[config.mk]
export PLATFORM = sky130hd
export DESIGN_NAME = htbm_div
export DESIGN_NICKNAME = d
export VERILOG_FILES = /design/src/hdl/htbm_div.sv
export SDC_FILE = /design/constraint.sdc
export NUM_CORES = 1
export LEC_CHECK = 0
export BUFFER_PORTS_ARGS = -buffer_cell sky130_fd_sc_hd__buf_2
export CORE_AREA = 2 2 88 90
export CTS_CLUSTER_DIAMETER = 30
export DETAILED_ROUTE_END_ITERATION = 7
export DIE_AREA = 0 0 90 92
export PLACE_DENSITY = 0.71
export SLEW_MARGIN = 5
export SYNTH_ARGS = -nofsm -noshare
export SYNTH_HDL_FRONTEND = slang
export SYNTH_SLANG_ARGS = --single-unit
[constraint.sdc]
create_clock -name clk -period 3.6 [get_ports clk]
set_input_delay 0.36 -clock clk [delete_from_list [all_inputs] [get_ports clk]]
set_output_delay 0.36 -clock clk [all_outputs]
set_load 0.03 [all_outputs]
[src/hdl/htbm_div.sv]
`timescale 1ns / 1ps

module htbm_div #(
  parameter int NUM_W = 18,
  parameter int DEN_W = 17
) (
  input  logic             clk,
  input  logic             rst_n,
  input  logic             start,
  input  logic [NUM_W-1:0] num,
  input  logic [DEN_W-1:0] den,
  output logic             done,
  output logic [NUM_W-1:0] quo
);

  localparam int CNT_W = $clog2(NUM_W + 1);

  logic [NUM_W-1:0] quo_r, quo_nxt;
  logic [DEN_W-1:0] rem_r, rem_nxt;
  logic [DEN_W-1:0] den_r;
  logic [CNT_W-1:0] cnt_r, cnt_nxt;
  logic             busy_r, busy_nxt;
  logic             done_r, done_nxt;
  logic [DEN_W:0]   rem_sh;
  logic [DEN_W+1:0] diff;

  // Restoring division, one quotient bit per cycle, MSB first.
  assign rem_sh = {rem_r, quo_r[NUM_W-1]};
  assign diff   = {1'b0, rem_sh} - {2'b00, den_r};

  always_comb begin
    quo_nxt  = quo_r;
    rem_nxt  = rem_r;
    cnt_nxt  = cnt_r;
    busy_nxt = busy_r;
    done_nxt = 1'b0;
    if (start) begin
      quo_nxt  = num;
      rem_nxt  = '0;
      cnt_nxt  = CNT_W'(NUM_W);
      busy_nxt = 1'b1;
    end else if (busy_r) begin
      if (diff[DEN_W+1]) begin
        rem_nxt = rem_sh[DEN_W-1:0];
        quo_nxt = {quo_r[NUM_W-2:0], 1'b0};
      end else begin
        rem_nxt = diff[DEN_W-1:0];
        quo_nxt = {quo_r[NUM_W-2:0], 1'b1};
      end
      cnt_nxt = cnt_r - 1'b1;
      if (cnt_r == CNT_W'(1)) begin
        busy_nxt = 1'b0;
        done_nxt = 1'b1;
      end
    end
  end

  always_ff @(posedge clk) begin
    if (!rst_n) begin
      busy_r <= 1'b0;
      done_r <= 1'b0;
      cnt_r  <= '0;
    end else begin
      busy_r <= busy_nxt;
      done_r <= done_nxt;
      cnt_r  <= cnt_nxt;
    end
  end

  always_ff @(posedge clk) begin
    quo_r <= quo_nxt;
    rem_r <= rem_nxt;
    if (start) begin
      den_r <= den;
    end
  end

  assign done = done_r;
  assign quo  = quo_r;

endmodule

* Word-level counts from Yosys, hierarchy flattened *
Cells that the tools add are included.

operators by class
  magnitude comparators = 0
  reductions and logical operators = 3
  $mul = 0
  bitwise gates (word level) = 2
  div/mod/pow operators = 0
  muxes and demuxes = 10
  equality and inequality tests = 1
  $add $sub $neg = 2
  shifts and indexed selects = 0

operator list
  kind                                               count
  2-to-1 mux 18 bit                                  2
  subtractor 18 x 17 -> 19 bit                       1
  2-to-1 mux 17 bit                                  1
  2-to-1 mux 5 bit                                   2
  == test 5 x 1 -> 1 bit (second input constant)     1
  2-to-1 mux 1 bit                                   5
  subtractor 5 x 1 -> 5 bit (second input constant)  1
  OR reduction 3 bit                                 1
  inverter 1 bit                                     2
  nonzero test 2 bit                                 1
  OR reduction 2 bit                                 1

word-level totals
  bits of input ports = 38
  RAM bits = 0
  memories = 0
  bits in latches = 0
  bits in registers = 59
  logic and storage cells = 25
  bits in read-only memories = 0

* Longest topological paths before layout *
Gate-level depths: netlist of the first run.

  depth after elaboration = 4
  gate-level depth with buffers = 12

* Least setup slack after synthesis of the first run *
Ideal clock, no wire load.

  path kind = reg-to-reg
  start = register quo_r[17] (netlist: quo[17])
  end = register rem_r[0]
  slack = 0.679 ns
  stages on the path, launching flop included = 13
  setup time = 0.074 ns
  data required time = 3.526 ns
  clock period less this slack = 2.921 ns
  data arrival time = 2.847 ns
  cell sequence = edfxtp_1 -> inv_1 -> ha_1 -> inv_1 -> fa_1 -> a21o_1 -> a221o_1 -> a41oi_2 -> o21ai_2 -> a31oi_4 -> buf_6 -> mux2_2 -> o21ai_0

on the way
  longest elaborated chain between the ends = 2

ends and longest elaborated chain
  element                       line  source
  start, declared               18    logic [NUM_W-1:0] quo_r, quo_nxt;
  start signal, assigned        71    quo_r <= quo_nxt;
  subtractor 18 x 17 -> 19 bit  29    assign diff = {1'b0, rem_sh} - {2'b00, den_r};
  2-to-1 mux 17 bit *           43    if (diff[DEN_W+1]) begin
  end signal, assigned          72    rem_r <= rem_nxt;
  end, declared                 19    logic [DEN_W-1:0] rem_r, rem_nxt;

Every way passes the cells marked *; elsewhere a longest branch is shown, timed or not.
A chain may end at the register's enable or synchronous reset.

* Final worst setup path of the first run *
  start = register quo_r[17] (netlist: quo[17])
  end = register rem_r[12]

on the way
  longest elaborated chain between the ends = 2

ends and longest elaborated chain
  element                       line
  subtractor 18 x 17 -> 19 bit  29
  2-to-1 mux 17 bit             43

No other way between the ends.

==> results of run 1 <==
## flip-flops by register name (all words and copies together), names as in the netlist
register and cells:
quo 18, den_r 17, rem_r 17, cnt_r 5, busy_r 1, done 1
## power groups by stage
stage               logic [W]  clock network [W]  registers [W]
finish               0.000433           0.000580       0.000814
global route         0.000480           0.000614       0.000823
CTS                  0.000433           0.000589       0.000815
detailed placement   0.000430                  0       0.000828
global placement     0.000422                  0       0.000827
floorplan            0.000288                  0       0.000866
## worst max-delay path by stage
stage / from / endpoint
finish: quo[17] / rem_r[12]
CTS: quo[17] / rem_r[12]
global placement: quo[17] / rem_r[12]
detailed placement: quo[17] / rem_r[12]
global route: quo[17] / rem_r[12]
floorplan: quo[17] / rem_r[0]
## worst max-delay path: cells and delay by family (launching register included)
family	cells	cell delay [ns]
AO/OA/AOI/OAI	6	1.52
adder cells (fa/ha/maj)	2	0.57
buffers and inverters	3	0.40
flip-flops	1	0.38
multiplexers	1	0.20
## logic make-up (layout without fill, tap and decap cells)
kind of cell	Yosys count	count (layout)	synth area share
AO/OA/AOI/OAI	70	70	0.156
XOR/XNOR	14	14	0.0382
adder cells (fa/ha/maj)	20	20	0.0804
buffers and inverters	37	103	0.0480
flip-flops	59	59	0.478
multiplexers	30	30	0.101
AND/OR/NAND/NOR	68	68	0.0991
## layer usage
layer  vias to the layer above  share of wire
met5                         -              0
met3                        13          0.067
met2                        81           0.45
met1                      1121           0.46
met4                         0          0.022
li1                       1210              -
## per-stage QoR
step / instance area [um^2] / hold slack (ns) / std cells
after detailed placement: 3590 / 0.478 / 450
after global placement: 3590 / 0.480 / 450
final: 3770 / 0.183 / 466
after global routing: 3770 / 0.171 / 466
after CTS: 3770 / 0.172 / 466
after floorplan: 3210 / 0.453 / 298
## area by class of cell
cell class | instances | area, um^2
inverters | 28 | 105
fillers | 698 | 3670
clock inverters | 6 | 56.3
multi-input cells | 202 | 1520
flip-flops and latches | 59 | 1530
clock buffers | 10 | 128
repair buffers | 59 | 303
well taps | 102 | 128
## cells in the final DEF, fill, tap and decap left out, drive strengths merged, types with 2 or more instances in the layout
master	n
a22o	2
a22oi	2
o31a	2
clkinv	4
a21o	2
nand2b	4
edfxtp	35
ha	19
buf	59
and3	2
xor2	6
inv	28
nor2b	3
mux2	19
o21a	4
a211oi	8
a221o	2
o31ai	2
xnor2	8
a31oi	4
nor3b	2
clkbuf	10
nand2	15
nand3	4
nor3	4
a21oi	21
mux2i	11
dfxtp	24
o21ai	10
a211o	2
nor2	28
==> flow_metrics.tcl, run 1 <==
set metrics [dict create \
    seqPwrFrac 0.445 \
    fin_nets 417 \
    die_x_um 90 \
    cts_hold_buf 0 \
    p_per_area_nw_per_um2 485 \
    antenna_found_initial 0 \
    root_buffer "clkbuf_8" \
    clockBufferDepth 2 \
    p_leak_nw 1.65 \
    synth-async-reset-ratio 0 \
    worstReg2RegStart "quo[17]" \
    hp-class "in2reg" \
    fin_skew_ns 0.00979 \
    use_met2 0.263 \
    rrSetupSlack_ns 0.38 \
    routed_wl_um 6450 \
    max_slew_margin 0.557 \
    synthToLayoutAreaGrowth_pct 17.6 \
    synthDistinctLibCells 49 \
    drt_iter0_markers 203 \
    viasPerCell 5.20 \
    cp_slowest_cell "a31oi_4" \
    ioPinCount 57 \
    detail-route-antenna-nets 0 \
    top_usage_layer "met2" \
    gr-usage-met3 0.0551 \
    cts_resized 0 \
    drv_cap 0 \
    synthCells 298 \
    timing.rr.end "rem_r[12]" \
    totalPowerFinal_w 0.00183 \
    synth_common_cells "edfxtp_1, inv_1, nor2_1, dfxtp_1, a21oi_1" \
    place_hpwl_um 4490 \
    rsz0062_at_grt "false" \
    min_to "den_r[10]" \
    combPwrFrac 0.237 \
    worstHoldPathCells 1 \
    yosysMostFrequentCell "edfxtp_1" \
    cts_tree "yes" \
    cpPeakStageDelay_ns 0.52 \
    report.final.slew_viol_count 0 \
    synth_flop_cell "edfxtp_1" \
    use_met1 0.203 \
    die_h_um 92 \
    fp.coreArea_um2 7450 \
    rows 32 \
    end_kind "flop" \
    gp_congestion 0.858 \
    path_cells "inv_1 > ha_1 > inv_1 > fa_1 > a21o_1 > a221o_1 > a41oi_2 > o21ai_2 > a31oi_4 > buf_4 > mux2i_1 > a211oi_1" \
    pre_cts_ws_ns 0.388 \
    cts_sinks 59 \
    worstSetupPathType "reg2reg" \
    synth_edf_count 35 \
    p_sw_frac 0.302 \
    arrival_ns 3.43 \
    post-route-period-util 0.895 \
    hp-start "den[10]" \
    synth_area_um2 3210 \
    worst_skew_pair.late_latency_ns 0.35 \
    p_clk_frac 0.317 \
    critPathRequiredTime_ns 3.80 \
    htreeDepth 3 \
    layout-drive-gt1-share 0.269 \
    synth_area_per_cell_um2 10.8 \
    synth_top_cell_area_share 0.328 \
    synth_area_leaders "edfxtp_1, dfxtp_1, ha_1" \
    yosysWarnings 0 \
    grt_overflow 0 \
    fin_util 0.507 \
    synth_top_cell_by_area "edfxtp_1" \
    die-area_um2 8280 \
    wire_per_inst_um 13.8 \
    syn_nets 356 \
    p_int_w 0.00128 \
    r2r_cells 12 \
    fmax_ghz 0.310 \
    ys_seq_elements 59 \
    worstMarginPinSlew_ns 0.664 \
    worstSetupStartpointType "flop" \
    hold_viol 0 \
    vdd_drop_max_mv 0.270 \
    ys_seq_area_frac 0.478 \
    status "completed" \
    grt_pass1_wl_um 10800 \
    portBuffers 56 \
    fin_ws_ns 0.378 \
    numCtsBuffers 9 \
    finalSetupViolCount 0 \
    diodes 0 \
    cpMostUsedCell "inv_1" \
    grt_pass1_vias 2360 \
    fin_tns_setup_ns 0 \
    grt_usage 0.166 \
    start_util 0.431 \
    crit_path_max_fanout 14 \
    drc 0 \
    p_switching_w 0.000553 \
    period_minus_slack_ns 3.22 \
    first_pass_iters 4 \
    num_vias 2425 \
    grt_max_degree 55 \
    cts.clk_slew.worst_paths_ns 0.06 \
    post-cts-setup-buffers 0 \
]
No activity file was read; power rests on OpenSTA's default activity.
==> run 2, diff against run 1 <==
--- a/config.mk
+++ b/config.mk
@@ -6,11 +6,11 @@
 export NUM_CORES = 1
 export LEC_CHECK = 0
 export BUFFER_PORTS_ARGS = -buffer_cell sky130_fd_sc_hd__buf_2
-export CORE_AREA = 2 2 88 90
-export CTS_CLUSTER_DIAMETER = 30
+export CORE_AREA = 2 2 79 81
+export CTS_CLUSTER_DIAMETER = 200
 export DETAILED_ROUTE_END_ITERATION = 7
-export DIE_AREA = 0 0 90 92
-export PLACE_DENSITY = 0.71
+export DIE_AREA = 0 0 81 83
+export PLACE_DENSITY = 0.84
 export SLEW_MARGIN = 5
 export SYNTH_ARGS = -nofsm -noshare
 export SYNTH_HDL_FRONTEND = slang
==> run 2 against run 1 <==
Net effect: combinational power is 1% higher; critical endpoint is now rem_r[1]; register-to-register slack improved by 0.12 ns; core utilization increased by 15 points; first-iteration DRC count decreased by 25%; critical path type unchanged; die area shrank 19%; total power increased by 9.1%; cell area is 0.66% higher; routed wire length increased by 3.1%; clock power is 27% higher.
==> flow_metrics.tcl, run 2 (synthesis gave the netlist of run 1 again) <==
set metrics [dict create \
    status "completed" \
    routed_wl_um 6650 \
    vdd_drop_max_mv 0.378 \
    largest_reg_flops 18 \
    die-area_um2 6720 \
    path_buf_inv 3 \
    finalSetupViolCount 0 \
    path_cells "inv_1 > ha_1 > inv_1 > fa_1 > a21o_1 > a221o_1 > a41oi_2 > o21ai_2 > a31oi_4 > buf_4 > mux2i_1 > a211oi_1" \
    worstMarginPinSlew_ns 0.676 \
    portBuffers 56 \
    diodes 0 \
    crit_family "compound AO/OA/AOI/OAI gates" \
    p_clk_frac 0.371 \
    cts_sinks 59 \
    seqPwrFrac 0.409 \
    drc 0 \
    cpMostUsedCell "inv_1" \
    post-route-period-util 0.861 \
    grt_max_degree 55 \
    p_sw_frac 0.279 \
    fp.coreArea_um2 5820 \
    first_pass_iters 4 \
    p_leak_nw 1.67 \
    top_usage_layer "met2" \
    min_to "den_r[9]" \
    worstReg2RegStart "quo[17]" \
    fin_skew_ns 0.00827 \
    fin_tns_setup_ns 0 \
    cts_resized 0 \
    root_buffer "clkbuf_8" \
    clockBufferDepth 2 \
    numCtsBuffers 9 \
    die_x_um 81 \
    arrival_ns 3.30 \
    crit_path_max_fanout 14 \
    cts_tree "yes" \
    postPlaceCellArea_um2 3550 \
    use_met2 0.330 \
    grt_pass1_wl_um 11100 \
    grt_pass1_vias 2460 \
    layout-drive-gt1-share 0.269 \
    grt_usage 0.211 \
    fin_nets 417 \
    hp-start "den[9]" \
    drt_iter0_markers 152 \
    rows 28 \
    numPlacedInstances 423 \
    cts_hold_buf 0 \
    post-cts-setup-buffers 0 \
    drv_cap 0 \
    worst_skew_pair.late_latency_ns 0.34 \
    end_kind "flop" \
    cts.clk_slew.worst_paths_ns 0.07 \
    hold_viol 0 \
    design_area_um2 3800 \
    max_slew_margin 0.549 \
    grt_overflow 0 \
    r2r_cells 12 \
    final_common_cell "buf_2" \
    rsz0062_at_grt "false" \
    cpPeakStageDelay_ns 0.42 \
    wire_per_inst_um 15.1 \
    rrSetupSlack_ns 0.50 \
    num_vias 2442 \
    worstSetupStartpointType "flop" \
    cp_slowest_cell "fa_1" \
    gr-usage-met3 0.0804 \
    p_int_w 0.00144 \
    fmax_ghz 0.323 \
    timing.rr.end "rem_r[1]" \
    gp_congestion 0.903 \
    worstHoldPathCells 1 \
    antenna_found_initial 0 \
    critPathRequiredTime_ns 3.80 \
    die_h_um 83 \
    use_met1 0.267 \
    synthToLayoutAreaGrowth_pct 18.4 \
    combPwrFrac 0.220 \
    report.final.slew_viol_count 0 \
    stdcell_count 439 \
    place_hpwl_um 4660 \
    final_cell_mix "buf_2, edfxtp_1, nor2_1, inv_1, dfxtp_1" \
    ioPinCount 57 \
    p_switching_w 0.000556 \
    period_minus_slack_ns 3.10 \
    hp-class "in2reg" \
    start_util 0.551 \
    viasPerCell 5.56 \
    worstSetupPathType "reg2reg" \
    p_per_area_nw_per_um2 525 \
    detail-route-antenna-nets 0 \
    htreeDepth 3 \
]
-- run 2: changes by cell type in the layout (fill, tap and decap cells not counted) --
cell	delta
clkinv_2	-3
bufinv_16	+2
clkbuf_8	+1
-- run 2: metal layers --
layer / share of wire / wire length, um / up-vias
met5: 0 / 0 / -
met4: 0.019 / 129 / 0
met3: 0.061 / 408 / 12
met2: 0.48 / 3200 / 76
met1: 0.44 / 2910 / 1153
li1: - / - / 1201
-- run 2: metrics by stage --
step	worst slack (ns)	power [W]	utilization	hold WS, ns
after global routing	0.325	0.00208	0.653	0.171
final	0.499	0.00199	0.653	0.188
after floorplan	0.679	0.00115	-	0.453
after global placement	0.667	0.00125	0.611	0.470
after detailed placement	0.580	0.00126	0.611	0.497
after CTS	0.515	0.00200	0.653	0.179
-- run 2: worst max-delay path by stage --
| stage | endpoint | cells after the start | start |
|---|---|---|---|
| detailed placement | rem_r[1] | 12 | quo[17] |
| CTS | rem_r[1] | 12 | quo[17] |
| floorplan | rem_r[0] | 12 | quo[17] |
| finish | rem_r[1] | 12 | quo[17] |
| global placement | rem_r[12] | 12 | quo[17] |
| global route | rem_r[3] | 12 | quo[17] |
-- run 2: cell type report --
| cell class | count | area, um^2 |
|---|---|---|
| Inverter | 28 | 105 |
| Timing Repair Buffer | 59 | 303 |
| Clock buffer | 11 | 141 |
| Clock inverter | 5 | 101 |
| Multi-Input combinational cell | 202 | 1520 |
| Sequential cell | 59 | 1530 |
| Fill cell | 473 | 2020 |
| Tap cell | 75 | 93.8 |
-- run 2: power groups by stage --
| stage | clock network, W | registers [W] | logic, W |
|---|---|---|---|
| 2_1_floorplan | 0 | 0.000866 | 0.000288 |
| 3_3_place_gp | 0 | 0.000829 | 0.000417 |
| 3_5_place_dp | 0 | 0.000830 | 0.000432 |
| 4_1_cts | 0.000750 | 0.000817 | 0.000437 |
| 5_1_grt | 0.000778 | 0.000824 | 0.000482 |
| 6_report | 0.000739 | 0.000817 | 0.000439 |
==> run 3, diff against run 2 <==
--- a/config.mk
+++ b/config.mk
@@ -6,11 +6,11 @@
 export NUM_CORES = 1
 export LEC_CHECK = 0
 export BUFFER_PORTS_ARGS = -buffer_cell sky130_fd_sc_hd__buf_2
-export CORE_AREA = 2 2 79 81
+export CORE_AREA = 2 2 88 73
 export CTS_CLUSTER_DIAMETER = 200
 export DETAILED_ROUTE_END_ITERATION = 7
-export DIE_AREA = 0 0 81 83
-export PLACE_DENSITY = 0.84
+export DIE_AREA = 0 0 90 75
+export PLACE_DENSITY = 0.85
 export SLEW_MARGIN = 5
 export SYNTH_ARGS = -nofsm -noshare
 export SYNTH_HDL_FRONTEND = slang
==> run 3 against run 2 <==
Net effect: cell count is 1.6% higher; routed wire length rose by 1.1%; maximum frequency rose by 1.2%; first-iteration DRC count up 16%; largest cell class unchanged.
==> flow_metrics.tcl, run 3 (synthesis gave the netlist of run 1 again) <==
set metrics [dict create \
    fin_hold_ws_ns 0.185 \
    synthToLayoutAreaGrowth_pct 17.5 \
    totalPowerFinal_w 0.00185 \
    r2r_cells 12 \
    max_slew_margin 0.524 \
    rrSetupSlack_ns 0.53 \
    post-cts-setup-buffers 0 \
    grt_usage 0.204 \
    vdd_drop_max_mv 0.300 \
    gp_congestion 0.901 \
    die_h_um 75 \
    rsz0062_at_grt "false" \
    num_vias 2449 \
    fmax_ghz 0.326 \
    drv_cap 0 \
    crit_path_max_fanout 12 \
    final_cell_mix "buf_2, edfxtp_1, nor2_1, inv_1, dfxtp_1" \
    cts_sinks 59 \
    worstSetupStartpointType "flop" \
    die_x_um 90 \
    routed_wl_um 6720 \
    hp-class "in2reg" \
    worstHoldPathCells 1 \
    final_common_cell "buf_2" \
    cts_tree "yes" \
    root_buffer "clkbuf_8" \
    period_minus_slack_ns 3.07 \
    worstSetupPathType "reg2reg" \
    first_pass_iters 4 \
    grt_overflow 0 \
    fp.coreArea_um2 5820 \
    place_hpwl_um 4860 \
    htreeDepth 3 \
    rows 25 \
    fin_skew_ns 0.00800 \
    hold_viol 0 \
    status "completed" \
    largest_reg_flops 18 \
    fin_tns_setup_ns 0 \
    worstMarginPinSlew_ns 0.713 \
    start_util 0.551 \
    cts_hold_buf 0 \
    cts_resized 0 \
    fin_ws_ns 0.535 \
    detail-route-antenna-nets 0 \
    diodes 0 \
    cts.clk_slew.worst_paths_ns 0.06 \
    p_leak_nw 1.66 \
    drt_iter0_markers 176 \
    ioPinCount 57 \
    grt_max_degree 55 \
    viasPerCell 5.49 \
    antenna_found_initial 0 \
    arrival_ns 3.33 \
    post-route-period-util 0.852 \
    p_per_area_nw_per_um2 490 \
    wire_per_inst_um 15.1 \
    drc 0 \
    report.final.slew_viol_count 0 \
    worst_skew_pair.late_latency_ns 0.35 \
    grt_pass1_vias 2277 \
    fin_util 0.648 \
    finalSetupViolCount 0 \
    fin_nets 418 \
    clockBufferDepth 2 \
    layout-drive-gt1-share 0.271 \
    die-area_um2 6750 \
    grt_pass1_wl_um 10600 \
    pre_cts_ws_ns 0.586 \
    end_kind "flop" \
    portBuffers 56 \
    numCtsBuffers 9 \
    critPathRequiredTime_ns 3.87 \
]
## run 3: cell types whose count changed in the layout (fill, tap and decap cells not counted), sizes merged
cell | previous run | this run
clkbuf | 11 | 13
clkinv | 1 | 2
buf | 59 | 60
bufinv | 3 | 0
## run 3: metal layers
layer,global-route usage,wire [um]
met1,0.264,3050
met2,0.316,3140
met3,0.0681,398
met4,0.0957,127
met5,0,0
## run 3: final timing paths
| check | startpoint | to |
|---|---|---|
| max | quo[17] | rem_r[0] |
| min | den[10] | den_r[10] |
| max reg2reg | quo[17] | rem_r[0] |
| min reg2reg | rem_r[16] | rem_r[16] |
## run 3: layout make-up
class / instances / area [um^2]
clock buffers: 13 / 181
multi-input cells: 202 / 1520
inverters: 28 / 105
well taps: 81 / 101
fillers: 478 / 2050
repair buffers: 60 / 310
flip-flops and latches: 59 / 1530
clock inverters: 3 / 17.5
## run 3: where the power goes
group | internal (W) | leakage, nW | switching, W
clock | 0.000331 | 0.0997 | 0.000258
sequential | 0.000782 | 0.545 | 0.0000341
combinational | 0.000182 | 1.01 | 0.000259
total | 0.00130 | 1.66 | 0.000551
## run 3: metrics by stage
step / std cells / cell area (um^2)
floorplan: 298 / 3210
global placement: 430 / 3570
detailed placement: 430 / 3570
CTS: 446 / 3770
global route: 446 / 3770
finish: 446 / 3770
## run 3: critical path, cell delays in order (launching register included)
cell      delay (ns)
edfxtp_1        0.38
inv_1           0.10
ha_1            0.19
inv_1           0.06
fa_1            0.39
a21o_1          0.20
a221o_1         0.35
a41oi_2         0.22
o21ai_2         0.14
a31oi_4         0.19
buf_4           0.24
mux2_2          0.37
o21ai_0         0.14
